===== config.mk =====
export PLATFORM = sky130hd
export DESIGN_NAME = utf8_likelihood_scorer
export DESIGN_NICKNAME = d
export VERILOG_FILES = /design/src/design/uls_pkg.sv /design/src/design/uls_ctrl.sv /design/src/design/uls_dp.sv /design/src/design/utf8_likelihood_scorer.sv
export SDC_FILE = /design/constraint.sdc
export NUM_CORES = 1
export LEC_CHECK = 0
export BUFFER_PORTS_ARGS = -buffer_cell sky130_fd_sc_hd__buf_2
export CAP_MARGIN = 25
export CORE_UTILIZATION = 35
export CTS_BUF_LIST = sky130_fd_sc_hd__clkbuf_2
export DETAILED_ROUTE_END_ITERATION = 8
export SYNTH_ARGS = -nofsm -noshare
export SYNTH_HDL_FRONTEND = slang
export SYNTH_SLANG_ARGS = --single-unit

===== constraint.sdc =====
create_clock -name clk -period 7.07 [get_ports clk]
set_input_delay 1.414 -clock clk [delete_from_list [all_inputs] [get_ports clk]]
set_output_delay 1.414 -clock clk [all_outputs]
set_load 0.05 [all_outputs]

===== src/design/uls_pkg.sv =====
// uls_pkg: shared types, constants and helpers for the UTF-8 likelihood scorer.
// No dependencies; imported by uls_ctrl, uls_dp and the top level.
package uls_pkg;

	localparam int unsigned ULS_COUNT_WIDTH = 32;	// default saturating counter width
	localparam int unsigned WIN_DEPTH       = 6;	// lookahead window, longest lead
	localparam int unsigned OUT_CNT_W       = 32;	// count fields on the result port
	localparam int unsigned CNT_WIDE_W      = 64;	// widest counter allowed
	localparam int unsigned PCT_W           = 7;	// percent field, also quotient bits

	localparam logic [1:0] CONT_TAG  = 2'h2;	// 10xxxxxx
	localparam logic [2:0] LEAD2_TAG = 3'h6;	// 110xxxxx
	localparam logic [3:0] LEAD3_TAG = 4'hE;	// 1110xxxx
	localparam logic [4:0] LEAD4_TAG = 5'h1E;	// 11110xxx
	localparam logic [5:0] LEAD5_TAG = 6'h3E;	// 111110xx
	localparam logic [6:0] LEAD6_TAG = 7'h7E;	// 1111110x

	localparam logic [6:0] PCT_SCALE = 7'd100;

	// controller -> datapath
	typedef struct packed {
		logic load;		// append the input byte to the window
		logic step;		// decide the head of the window
		logic drain;		// end of stream: short leads fail
		logic div_init;		// latch numerator/denominator for percent
		logic div_step;		// one restoring-division iteration
		logic out_load;		// capture result, clear counters
	} uls_cmd_t;

	// datapath -> controller
	typedef struct packed {
		logic can_step;		// head decidable this cycle
		logic div_last;		// final quotient bit in progress
	} uls_sts_t;

	// sequence length of a lead byte, 0 if not a multibyte lead
	function automatic logic [2:0] lead_len(input logic [7:0] b);
		logic [2:0] len;
		len = 3'd0;
		if (b[7:5] == LEAD2_TAG)      len = 3'd2;
		else if (b[7:4] == LEAD3_TAG) len = 3'd3;
		else if (b[7:3] == LEAD4_TAG) len = 3'd4;
		else if (b[7:2] == LEAD5_TAG) len = 3'd5;
		else if (b[7:1] == LEAD6_TAG) len = 3'd6;
		return len;
	endfunction

endpackage


===== src/design/uls_ctrl.sv =====
// uls_ctrl: sequencing FSM for the scorer (byte intake, head decisions,
// percent division, result handoff). Depends on uls_pkg.
module uls_ctrl import uls_pkg::*; (
	input  logic     clk,
	input  logic     arst_n,
	input  logic     in_valid,
	output logic     in_ready,
	input  logic     last_byte,
	output logic     out_valid,
	input  logic     out_ready,
	output uls_cmd_t cmd,
	input  uls_sts_t sts
);

	typedef enum logic [3:0] {
		S_PROC = 4'b0001,
		S_PREP = 4'b0010,
		S_DIV  = 4'b0100,
		S_HOLD = 4'b1000
	} uls_state_t;

	uls_state_t state_q, state_d;
	logic       drain_q;
	logic       out_valid_q;

	always_comb begin
		cmd       = '0;
		cmd.drain = drain_q;
		in_ready  = 1'b0;
		state_d   = state_q;
		case (state_q)
			S_PROC: begin
				if (sts.can_step) begin
					cmd.step = 1'b1;
				end else if (drain_q) begin
					state_d = S_PREP;
				end else begin
					in_ready = 1'b1;
					cmd.load = in_valid;
				end
			end
			S_PREP: begin
				cmd.div_init = 1'b1;
				state_d      = S_DIV;
			end
			S_DIV: begin
				cmd.div_step = 1'b1;
				if (sts.div_last) state_d = S_HOLD;
			end
			S_HOLD: begin
				if (!out_valid_q || out_ready) begin
					cmd.out_load = 1'b1;
					state_d      = S_PROC;
				end
			end
			default: state_d = S_PROC;
		endcase
	end

	always_ff @(posedge clk or negedge arst_n) begin
		if (!arst_n) begin
			state_q     <= S_PROC;
			drain_q     <= 1'b0;
			out_valid_q <= 1'b0;
		end else begin
			state_q <= state_d;
			if (cmd.load)          drain_q <= last_byte;
			else if (cmd.out_load) drain_q <= 1'b0;
			if (cmd.out_load)   out_valid_q <= 1'b1;
			else if (out_ready) out_valid_q <= 1'b0;
		end
	end

	assign out_valid = out_valid_q;

endmodule


===== src/design/uls_dp.sv =====
// uls_dp: lookahead window, saturating counters, restoring divider for the
// percent figure and the result register. Depends on uls_pkg.
module uls_dp import uls_pkg::*; #(
	parameter int unsigned COUNT_WIDTH = ULS_COUNT_WIDTH
) (
	input  logic                 clk,
	input  logic                 arst_n,
	input  uls_cmd_t             cmd,
	output uls_sts_t             sts,
	input  logic [7:0]           data_byte,
	output logic [OUT_CNT_W-1:0] valid_sequences,
	output logic [OUT_CNT_W-1:0] invalid_bytes,
	output logic [PCT_W-1:0]     percent_valid
);

	localparam int unsigned RW = COUNT_WIDTH + 8;	// holds 100*count and divisor<<6

	logic [7:0]             win_q [WIN_DEPTH];
	logic [2:0]             fill_q;
	logic [COUNT_WIDTH-1:0] vcnt_q, icnt_q;
	logic [RW-1:0]          rem_q, den_q;
	logic [PCT_W-1:0]       quo_q;
	logic [2:0]             dcnt_q;
	logic                   zero_q;
	logic [OUT_CNT_W-1:0]   vout_q, iout_q;
	logic [PCT_W-1:0]       pct_q;

	// head decision
	logic [7:0]  head;
	logic [2:0]  len;
	logic        cont_ok, short_seq, inc_v, inc_i;
	logic [2:0]  drop_n;
	logic [3:0]  idx [WIN_DEPTH];
	logic [7:0]  win_sh [WIN_DEPTH];

	always_comb begin
		head      = win_q[0];
		len       = lead_len(head);
		short_seq = (fill_q < len);
		cont_ok   = 1'b1;
		for (int k = 1; k < WIN_DEPTH; k++) begin
			if (3'(k) < len && win_q[k][7:6] != CONT_TAG) cont_ok = 1'b0;
		end
		inc_v  = 1'b0;
		inc_i  = 1'b0;
		drop_n = 3'd1;
		if (head[7]) begin
			if (len == 3'd0 || short_seq || !cont_ok) begin
				inc_i = 1'b1;
			end else begin
				inc_v  = 1'b1;
				drop_n = len;
			end
		end
		sts.can_step = (fill_q != 3'd0) && !(len != 3'd0 && short_seq && !cmd.drain);
		sts.div_last = (dcnt_q == 3'(PCT_W - 1));
		for (int i = 0; i < WIN_DEPTH; i++) begin
			idx[i]    = 4'(i) + 4'(drop_n);
			win_sh[i] = (idx[i] < 4'(WIN_DEPTH)) ? win_q[idx[i][2:0]] : win_q[i];
		end
	end

	// window storage, no reset on contents
	always_ff @(posedge clk) begin
		if (cmd.load) begin
			win_q[fill_q] <= data_byte;
		end else if (cmd.step) begin
			win_q <= win_sh;
		end
	end

	always_ff @(posedge clk or negedge arst_n) begin
		if (!arst_n) begin
			fill_q <= '0;
			vcnt_q <= '0;
			icnt_q <= '0;
		end else if (cmd.out_load) begin
			fill_q <= '0;
			vcnt_q <= '0;
			icnt_q <= '0;
		end else if (cmd.load) begin
			fill_q <= fill_q + 3'd1;
		end else if (cmd.step) begin
			fill_q <= fill_q - drop_n;
			if (inc_v && vcnt_q != '1) vcnt_q <= vcnt_q + 1'b1;
			if (inc_i && icnt_q != '1) icnt_q <= icnt_q + 1'b1;
		end
	end

	// percent = floor(100*v / (v+i)), one quotient bit per cycle
	logic [RW-1:0]         v_ext, num, den;
	logic                  ge;
	logic [CNT_WIDE_W-1:0] v_wide, i_wide;

	always_comb begin
		v_ext  = RW'(vcnt_q);
		num    = (v_ext << 6) + (v_ext << 5) + (v_ext << 2);
		den    = (RW'(vcnt_q) + RW'(icnt_q)) << (PCT_W - 1);
		ge     = (rem_q >= den_q);
		v_wide = CNT_WIDE_W'(vcnt_q);
		i_wide = CNT_WIDE_W'(icnt_q);
	end

	always_ff @(posedge clk) begin
		if (cmd.div_init) begin
			rem_q  <= num;
			den_q  <= den;
			quo_q  <= '0;
			dcnt_q <= '0;
			zero_q <= (vcnt_q == '0) && (icnt_q == '0);
		end else if (cmd.div_step) begin
			if (ge) rem_q <= rem_q - den_q;
			den_q  <= den_q >> 1;
			quo_q  <= {quo_q[PCT_W-2:0], ge};
			dcnt_q <= dcnt_q + 3'd1;
		end
		if (cmd.out_load) begin
			vout_q <= v_wide[OUT_CNT_W-1:0];
			iout_q <= i_wide[OUT_CNT_W-1:0];
			pct_q  <= zero_q ? '0 : quo_q;
		end
	end

	assign valid_sequences = vout_q;
	assign invalid_bytes   = iout_q;
	assign percent_valid   = pct_q;

endmodule


===== src/design/utf8_likelihood_scorer.sv =====
// Throughput: one byte beat per cycle while a short lead waits for more bytes; every head
// decision (ASCII skip, invalid byte, finished sequence) is made with in_ready low.
// After the last byte beat the scorer makes its drain decisions, leaves S_PROC, sets up the
// division (S_PREP), runs it (S_DIV) and captures the result (S_HOLD), which is then offered.
// Reset (arst_n low, async): window empty, counters zero, no result pending.
// Depends on uls_pkg, uls_ctrl, uls_dp.
module utf8_likelihood_scorer import uls_pkg::*; #(
	parameter int unsigned COUNT_WIDTH = ULS_COUNT_WIDTH
) (
	input  logic                 clk,
	input  logic                 arst_n,
	// input beats: one text byte each
	input  logic                 in_valid,
	output logic                 in_ready,
	input  logic [7:0]           data_byte,
	input  logic                 last_byte,
	// result beats: one per stream, after its last byte
	output logic                 out_valid,
	input  logic                 out_ready,
	output logic [OUT_CNT_W-1:0] valid_sequences,
	output logic [OUT_CNT_W-1:0] invalid_bytes,
	output logic [PCT_W-1:0]     percent_valid
);

	uls_cmd_t cmd;
	uls_sts_t sts;

	// Controller: takes a byte only when the window head cannot be decided
	// further; on the last byte it drains, divides and hands the result over.
	uls_ctrl u_ctrl (
		.clk       (clk),
		.arst_n    (arst_n),
		.in_valid  (in_valid),
		.in_ready  (in_ready),
		.last_byte (last_byte),
		.out_valid (out_valid),
		.out_ready (out_ready),
		.cmd       (cmd),
		.sts       (sts)
	);

	// Datapath: six-byte window with variable shift, saturating counters,
	// shift-add numerator and bit-per-cycle divider, output register.
	// The result register frees the scorer to start the next stream while
	// the previous result still waits.
	uls_dp #(
		.COUNT_WIDTH (COUNT_WIDTH)
	) u_dp (
		.clk             (clk),
		.arst_n          (arst_n),
		.cmd             (cmd),
		.sts             (sts),
		.data_byte       (data_byte),
		.valid_sequences (valid_sequences),
		.invalid_bytes   (invalid_bytes),
		.percent_valid   (percent_valid)
	);

endmodule


==> results of run 1 <==
[kinds of logic after synthesis]
kind of cell             after synthesis
multiplexers                          62
buffers and inverters                198
flip-flops                           276
adder cells (fa/ha/maj)              166
XOR/XNOR                             157
AND/OR/NAND/NOR                      684
AO/OA/AOI/OAI                        596
[cell type report]
type	instances	area, um^2	share of cell area (%)
inverters	128	483	2.18
clock inverters	37	221	1.00
clock buffers	102	510	2.31
well taps	756	946	4.27
diodes	1	2.50	0.0113
repair buffers	103	569	2.57
flip-flops and latches	276	7760	35.1
multi-input cells	1665	11600	52.6
[per-stage QoR]
step / hold slack (ns) / instance area [um^2]
finish: 0.218 / 22100
CTS: 0.0895 / 22100
floorplan: 0.432 / 20200
detailed placement: 0.445 / 21400
global route: 0.138 / 22100
global placement: 0.443 / 21400
[Yosys cell counts, drive strengths merged, types with 15 or more instances]
cell / instances / area [um^2]
xor2: 63 / 552
o21ai: 109 / 546
nand2: 197 / 739
nand2b: 23 / 144
nor2b: 15 / 93.8
nor3: 40 / 220
or3: 30 / 188
dfrtp: 72 / 1800
and3: 28 / 179
dfxtp: 16 / 320
o211ai: 20 / 150
nand3: 57 / 290
o22ai: 32 / 200
nor2: 179 / 672
a31oi: 16 / 100
buf: 25 / 148
a21oi: 165 / 830
a211oi: 24 / 180
o21a: 24 / 180
nand4: 32 / 221
xnor2: 94 / 831
ha: 161 / 2010
mux2i: 45 / 450
clkbuf: 44 / 188
a21o: 60 / 460
inv: 128 / 480
nor4: 22 / 169
edfxtp: 187 / 5620
[flip-flops by register name, summed over array words and instances, names as in the netlist, 7 cells and up]
signal and count:
u_dp.win_q 35, u_dp.head 7, u_dp.valid_sequences 32, u_dp.invalid_bytes 32, u_dp.percent_valid 7, u_dp.icnt_q 32
u_dp.rem_q 40, u_dp.vcnt_q 32, u_dp.den_q 39, u_dp.quo_q 7
[how the worst max path moves through the flow]
| stage | from | to | cells after the start |
|---|---|---|---|
| finish | u_dp.vcnt_q[0]$_DFFE_PN0P_ | u_dp.rem_q[39]$_DFFE_PP_ | 22 |
| global route | u_dp.vcnt_q[0]$_DFFE_PN0P_ | u_dp.rem_q[39]$_DFFE_PP_ | 22 |
| CTS | u_dp.vcnt_q[0]$_DFFE_PN0P_ | u_dp.rem_q[39]$_DFFE_PP_ | 22 |
| detailed placement | u_dp.vcnt_q[0]$_DFFE_PN0P_ | u_dp.rem_q[39]$_DFFE_PP_ | 22 |
| global placement | u_dp.vcnt_q[0]$_DFFE_PN0P_ | u_dp.rem_q[39]$_DFFE_PP_ | 22 |
| floorplan | u_dp.vcnt_q[0]$_DFFE_PN0P_ | u_dp.rem_q[39]$_DFFE_PP_ | 23 |
[per-layer routing]
metal | global-route usage [%] | vias up | wire length (um)
met3 | 2.81 | 120 | 2990
met2 | 34.3 | 517 | 29200
li1 | - | 8245 | -
met4 | 8.53 | 0 | 1830
met5 | 0 | - | 0
met1 | 27.4 | 8443 | 27800
[worst max-delay path, stage by stage (launching register included)]
cell and delay [ns]:
dfrtp_1 0.52, ha_1 0.35, inv_1 0.09, fa_1 0.40, nor2b_1 0.18, o2111ai_1 0.20
nand4_1 0.22, a21oi_1 0.18, a211oi_1 0.43, o211ai_1 0.17, a21boi_0 0.48, nor4_1 0.09
a311o_1 0.39, ha_1 0.40, nand2_1 0.07, a21oi_1 0.21, nand2_1 0.08, a21boi_0 0.18
a31oi_1 0.10, a211oi_1 0.42, nand4_1 0.19, or3_1 0.36, o21ai_0 0.08
[power groups by stage]
stage | Combinational (uW) | Clock (uW) | Sequential, uW
after floorplan | 1700 | 0 | 2250
after global placement | 2150 | 0 | 2370
after detailed placement | 2190 | 0 | 2380
after CTS | 2200 | 1270 | 2350
after global routing | 2440 | 1340 | 2380
final | 2220 | 1220 | 2350
==> summary.txt, run 1 <==
Yosys Warn Count -> 0
Initial DRC Count -> 1097
Fraction of layout cells with a size suffix above 1 -> 12.2%
Switching Fraction -> 40.6%
Worst Path Required -> 7.87 ns
Die X -> 242 um
Commonest non-fill, non-tap cells in the layout -> nand2_1, edfxtp_1, nor2_1, a21oi_1, ha_1
Antenna-violating nets left -> 0
First-pass GRT wire length -> 95800 um
I/O pins -> 86
CTS H-tree depth -> 3
DIE AREA -> 58800 um^2
Final Hold Fails -> 0
Final WL -> 61800 um
CTS Hold Bufs -> 0
1st-pass router iterations -> 5
FF-to-FF End -> u_dp.rem_q[39]$_DFFE_PP_
Grt ovf -> 0
Multiplexer area fraction after synthesis -> 3.75%
Post-layout util -> 39.0%
Clock group share of total power -> 21.1%
Post-synth EDFFs -> 187
Int Power -> 3440 uW
Setup violators final -> 0
Clock Tree Buf Depth -> 3
Die H -> 242 um
Drc violations -> 0
Maximum VDD drop -> 0.343 mV
Max-Cap Viols -> 0
Initial Util -> 35.7%
FF-to-FF Start -> u_dp.vcnt_q[0]$_DFFE_PN0P_
Largest net degree at the start of global routing -> 67
Root Buffer -> clkbuf_2
Synth Area in Compound Gates -> 19.5%
Row Count -> 87
Vias in the first global route -> 17.0k
Mean post-synth cell area -> 9.46 um^2
Dpl cells -> 2927
Dpl ws -> 1.27 ns
Vias -> 17.3k
Pwr/cell area -> 262 nW/um^2
Std-Cell Core Area -> 56700 um^2
Fmax -> 166 MHz
Worst-path maximum fanout -> 8
Reg2reg path depth -> 22
Routed length per instance -> 20.1 um
Synth Flop Type -> edfxtp_1
Unrepaired setup endpoints after global routing -> false
Finished Layout Cells -> 3068
Final Power -> 5800 uW
Startpoint Class -> flip-flop
Largest family of logic cells by synthesized area -> compound AO/OA/AOI/OAI gates
Post-Synth Adder-Cell Area -> 10.4%
Post-CTS Repair Setup Buffers -> 0
Slew @ Worst Pin -> 0.930 ns
Post-layout min period -> 6.03 ns
Commonest non-fill, non-tap cell in the layout -> nand2_1
Final Wtd Congestion -> 0.923
Async SR Flop Fraction -> 26.4%
Netlist cell types -> 103
Status -> finished clean
Final Cycle Share -> 85.3%
WP data arrival -> 6.83 ns
Xor and xnor area share after synthesis -> 6.83%
Leakage -> 0.00960 uW
Clk Latency, worst-skew pair -> 1.05 ns
Area growth syn-to-layout -> 9.37%
Setup TNS -> 0 ns
Syn Nets -> 2318
Critical path type -> reg2reg
Fillers -> 5665
Synth Instances -> 2139
Drt via density -> 5.65
CTS tree -> done
Worst Setup End Kind -> flip-flop
Max-slew violations -> 0
Sequential Power Share -> 40.6%
Comb pwr share -> 38.3%
Setup ws final -> 1.04 ns
# resized after CTS -> 0
Cell area after synthesis -> 20200 um^2
Headroom to the max-slew limit -> 37.3%
R2R setup slack -> 1.04 ns
CTS clk-pin slew, worst paths -> 0.11 ns
Port-buffer cells -> 84
#FFs+latches synth -> 276
CTS Buf Count -> 75
GRT Total Usage -> 20.8%
Post-synthesis sequential area ratio -> 38.4%
Post-DP HPWL -> 45400 um
Layout Nets -> 2428
HP Class -> in2async
Simple-gate share of the synthesized area -> 16.9%
Switching power -> 2360 uW
Sink Count -> 276
Worst Skew -> 0.0953 ns
Initial antenna violation count -> 1
Power figures use the tool's default switching activity.
==> run 2, diff against run 1 <==
==> constraint.sdc (replaced) <==
create_clock -name clk -period 5.4 [get_ports clk]
set_input_delay 1.08 -clock clk [delete_from_list [all_inputs] [get_ports clk]]
set_output_delay 1.08 -clock clk [all_outputs]
set_load 0.05 [all_outputs]
==> run 2 against run 1 <==
Compared with the run above:
- critical path depth decreased by 13
- sequential cell count unchanged
- final area increased by 1.4%
- register-to-register slack got worse by 0.70 ns
- non-clock buffer count increased by 23
- clock skew increased by 0.0017 ns
- clock-buffer cell count increased by 11
- final cell count increased by 0.95%
- critical endpoint is now in_ready
- largest cell class unchanged
- largest power group unchanged
- highest routed layer unchanged
==> summary.txt, run 2 (synthesis results as in run 1) <==
Status -> finished clean
Worst-path maximum fanout -> 6 (-2)
FF-to-FF End -> u_dp.rem_q[39]$_DFFE_PP_
CTS H-tree depth -> 3 (unchanged)
Drc violations -> 0 (unchanged)
CP peak stage delay -> 0.50 ns (-0.02 ns)
WP data arrival -> 4.09 ns (-2.74 ns)
Initial DRC Count -> 1339 (+22%)
DIE AREA -> 58800 um^2 (unchanged)
Root Buffer -> clkbuf_2
Critical path's slowest cell -> edfxtp_1
Post-layout min period -> 5.17 ns
Final Cycle Share -> 95.7%
Crit path depth -> 9 (-59%)
Row Count -> 87 (unchanged)
Max-slew violations -> 0 (unchanged)
Initial Util -> 35.7% (unchanged)
Sink Count -> 276 (unchanged)
Fillers -> 5719 (+0.95%)
I/O pins -> 86 (unchanged)
Hold_ws -> 0.294 ns (+0.0762 ns)
Area growth syn-to-layout -> 10.9%
HP Class -> in2reg
FF-to-FF Start -> u_dp.vcnt_q[1]$_DFFE_PN0P_
Critical path type -> reg2out
Critical-path cell list -> nand3b_1 > a31oi_2 > inv_1 > ha_1 > a21o_1 > a2111oi_2 > nor2_1 > nor3_1 > buf_2
CTS clk-pin slew, worst paths -> 0.11 ns (about the same)
Vias -> 17.4k (+0.29%)
CTS tree -> done
Largest Register -> u_dp.rem_q
Vias in the first global route -> 16.8k (-1.3%)
Fmax -> 194 MHz
Headroom to the max-slew limit -> 35.6% (-1.7 points)
Antenna-violating nets left -> 0 (unchanged)
Std-Cell Core Area -> 56700 um^2 (unchanged)
Dpl ws -> 0.0792 ns (-1.19 ns)
Drt via density -> 5.61 (-0.65%)
CTS Buf Count -> 78 (+4.0%)
Final Hold Fails -> 0 (unchanged)
Commonest non-fill, non-tap cells in the layout -> nand2_1, edfxtp_1, nor2_1, a21oi_1, ha_1
Pwr/cell area -> 342 nW/um^2 (+30%)
Layout Nets -> 2454 (+1.1%)
Die H -> 242 um (unchanged)
Port-buffer cells -> 84 (unchanged)
Worst Path Required -> 4.32 ns (-3.55 ns)
Area occupied by multi-input gates -> 11700 um^2 (+0.73%)
First-pass GRT wire length -> 94800 um (-1.1%)
Maximum VDD drop -> 0.322 mV (-5.9%)
Fraction of layout cells with a size suffix above 1 -> 14.1% (+1.8 points)
Die X -> 242 um (unchanged)
Largest register FFs -> 40 (unchanged)
Commonest non-fill, non-tap cell in the layout -> nand2_1
Reg2reg path depth -> 22 (unchanged)
Slew @ Worst Pin -> 0.942 ns (+0.0116 ns)
Setup ws final -> 0.234 ns (-0.809 ns)
Worst path bufs/invs -> 2 (+1)
Initial antenna violation count -> 2 (+1)
Crit path capture -> in_ready
Post-DP HPWL -> 46200 um (+1.8%)
Routed length per instance -> 19.8 um (-1.6%)
R2R setup slack -> 0.34 ns (-0.70 ns)
GRT Total Usage -> 20.5% (-0.34 points)
Final Wtd Congestion -> 0.925 (+0.25%)
Leakage -> 0.00977 uW (+1.7%)
Clk Latency, worst-skew pair -> 1.07 ns (+0.02 ns)
Startpoint Class -> flip-flop
Clock Tree Buf Depth -> 3 (unchanged)
1st-pass router iterations -> 5 (unchanged)
Setup violators final -> 0 (unchanged)
Grt ovf -> 0 (unchanged)
Area taken by flip-flops and latches -> 7770 um^2 (about the same)
Critical path origin -> u_dp.head[1]$_DFFE_PP_
Final Power -> 7670 uW (+32%)
Max-Cap Viols -> 0 (unchanged)
Post-CTS Repair Setup Buffers -> 0 (unchanged)
Worst Skew -> 0.0970 ns (+0.00166 ns)
Largest regs -> u_dp.rem_q: 40 flops, u_dp.den_q: 39 flops, u_dp.win_q: 35 flops
Top delay family on crit path -> compound AO/OA/AOI/OAI gates
Final WL -> 61400 um (-0.64%)
Largest net degree at the start of global routing -> 59 (-12%)
Worst Setup End Kind -> output port
run 2: worst min path at each step:
stage                                    start                          to  slack (ns)  cells after the start
floorplan           u_dp.quo_q[6]$_SDFFE_PP0N_  u_dp.quo_q[6]$_SDFFE_PP0N_        0.43                      2
finish                               last_byte  u_ctrl.drain_q$_DFFE_PN0P_        0.29                      2
CTS                                  last_byte  u_ctrl.drain_q$_DFFE_PN0P_        0.17                      2
global placement    u_dp.quo_q[6]$_SDFFE_PP0N_  u_dp.quo_q[6]$_SDFFE_PP0N_        0.44                      2
global route                         last_byte  u_ctrl.drain_q$_DFFE_PN0P_        0.26                      2
detailed placement  u_dp.quo_q[6]$_SDFFE_PP0N_  u_dp.quo_q[6]$_SDFFE_PP0N_        0.45                      2
run 2: layout make-up:
class	instances	share of cell area, %
repair buffers	126	3.37
clock buffers	113	2.52
inverters	128	2.15
clock inverters	32	0.925
well taps	756	4.21
multi-input cells	1665	52.2
diodes	1	0.0111
flip-flops and latches	276	34.6
run 2: worst reg2reg max path, cell delays in order (launching register included):
cell	delay, ns
dfrtp_1	0.43
ha_1	0.20
inv_1	0.06
fa_1	0.42
nor2b_2	0.20
o2111ai_2	0.16
nand4_1	0.21
a21oi_4	0.13
o21ai_1	0.24
nand2_1	0.09
nand2_1	0.08
a21oi_1	0.08
xnor2_1	0.15
ha_1	0.34
nand2_1	0.06
o21ai_1	0.31
a311oi_2	0.19
a2111oi_4	0.43
a31oi_2	0.18
a211oi_2	0.24
nand4_1	0.17
or3_1	0.38
o21ai_0	0.08
run 2: power by group:
group          switching (uW)  internal (uW)
Clock                     995            679
Combinational            1750           1150
Sequential                347           2740
Total                    3090           4580
run 2: metal layers:
metal / wire, um / vias up / GRT usage, % / part of all wire [%]
met5: 0 / - / 0 / 0
met4: 1690 / 0 / 7.78 / 2.7
met3: 3320 / 100 / 2.81 / 5.4
met2: 29000 / 529 / 33.5 / 47
met1: 27400 / 8453 / 27.3 / 45
li1: - / 8293 / - / -
run 2: through the flow:
stage	cells	utilization [%]	setup TNS, ns	cell area, um^2
floorplan	2139	-	0	20200
global placement	2949	38.0	0	21600
detailed placement	2950	38.0	0	21600
CTS	3096	39.4	0	22400
global route	3097	39.6	-0.00604	22400
finish	3097	39.6	0	22400
run 2: what timing repair did:
item                                    in CTS  in global routing
pin swaps                                    0                  4
gates cloned                                 0                  0
hold buffers                                 1                  0
endpoints found under the hold margin       23                  0
gates resized for setup                      3                 17
endpoints found under the setup margin       3                  9
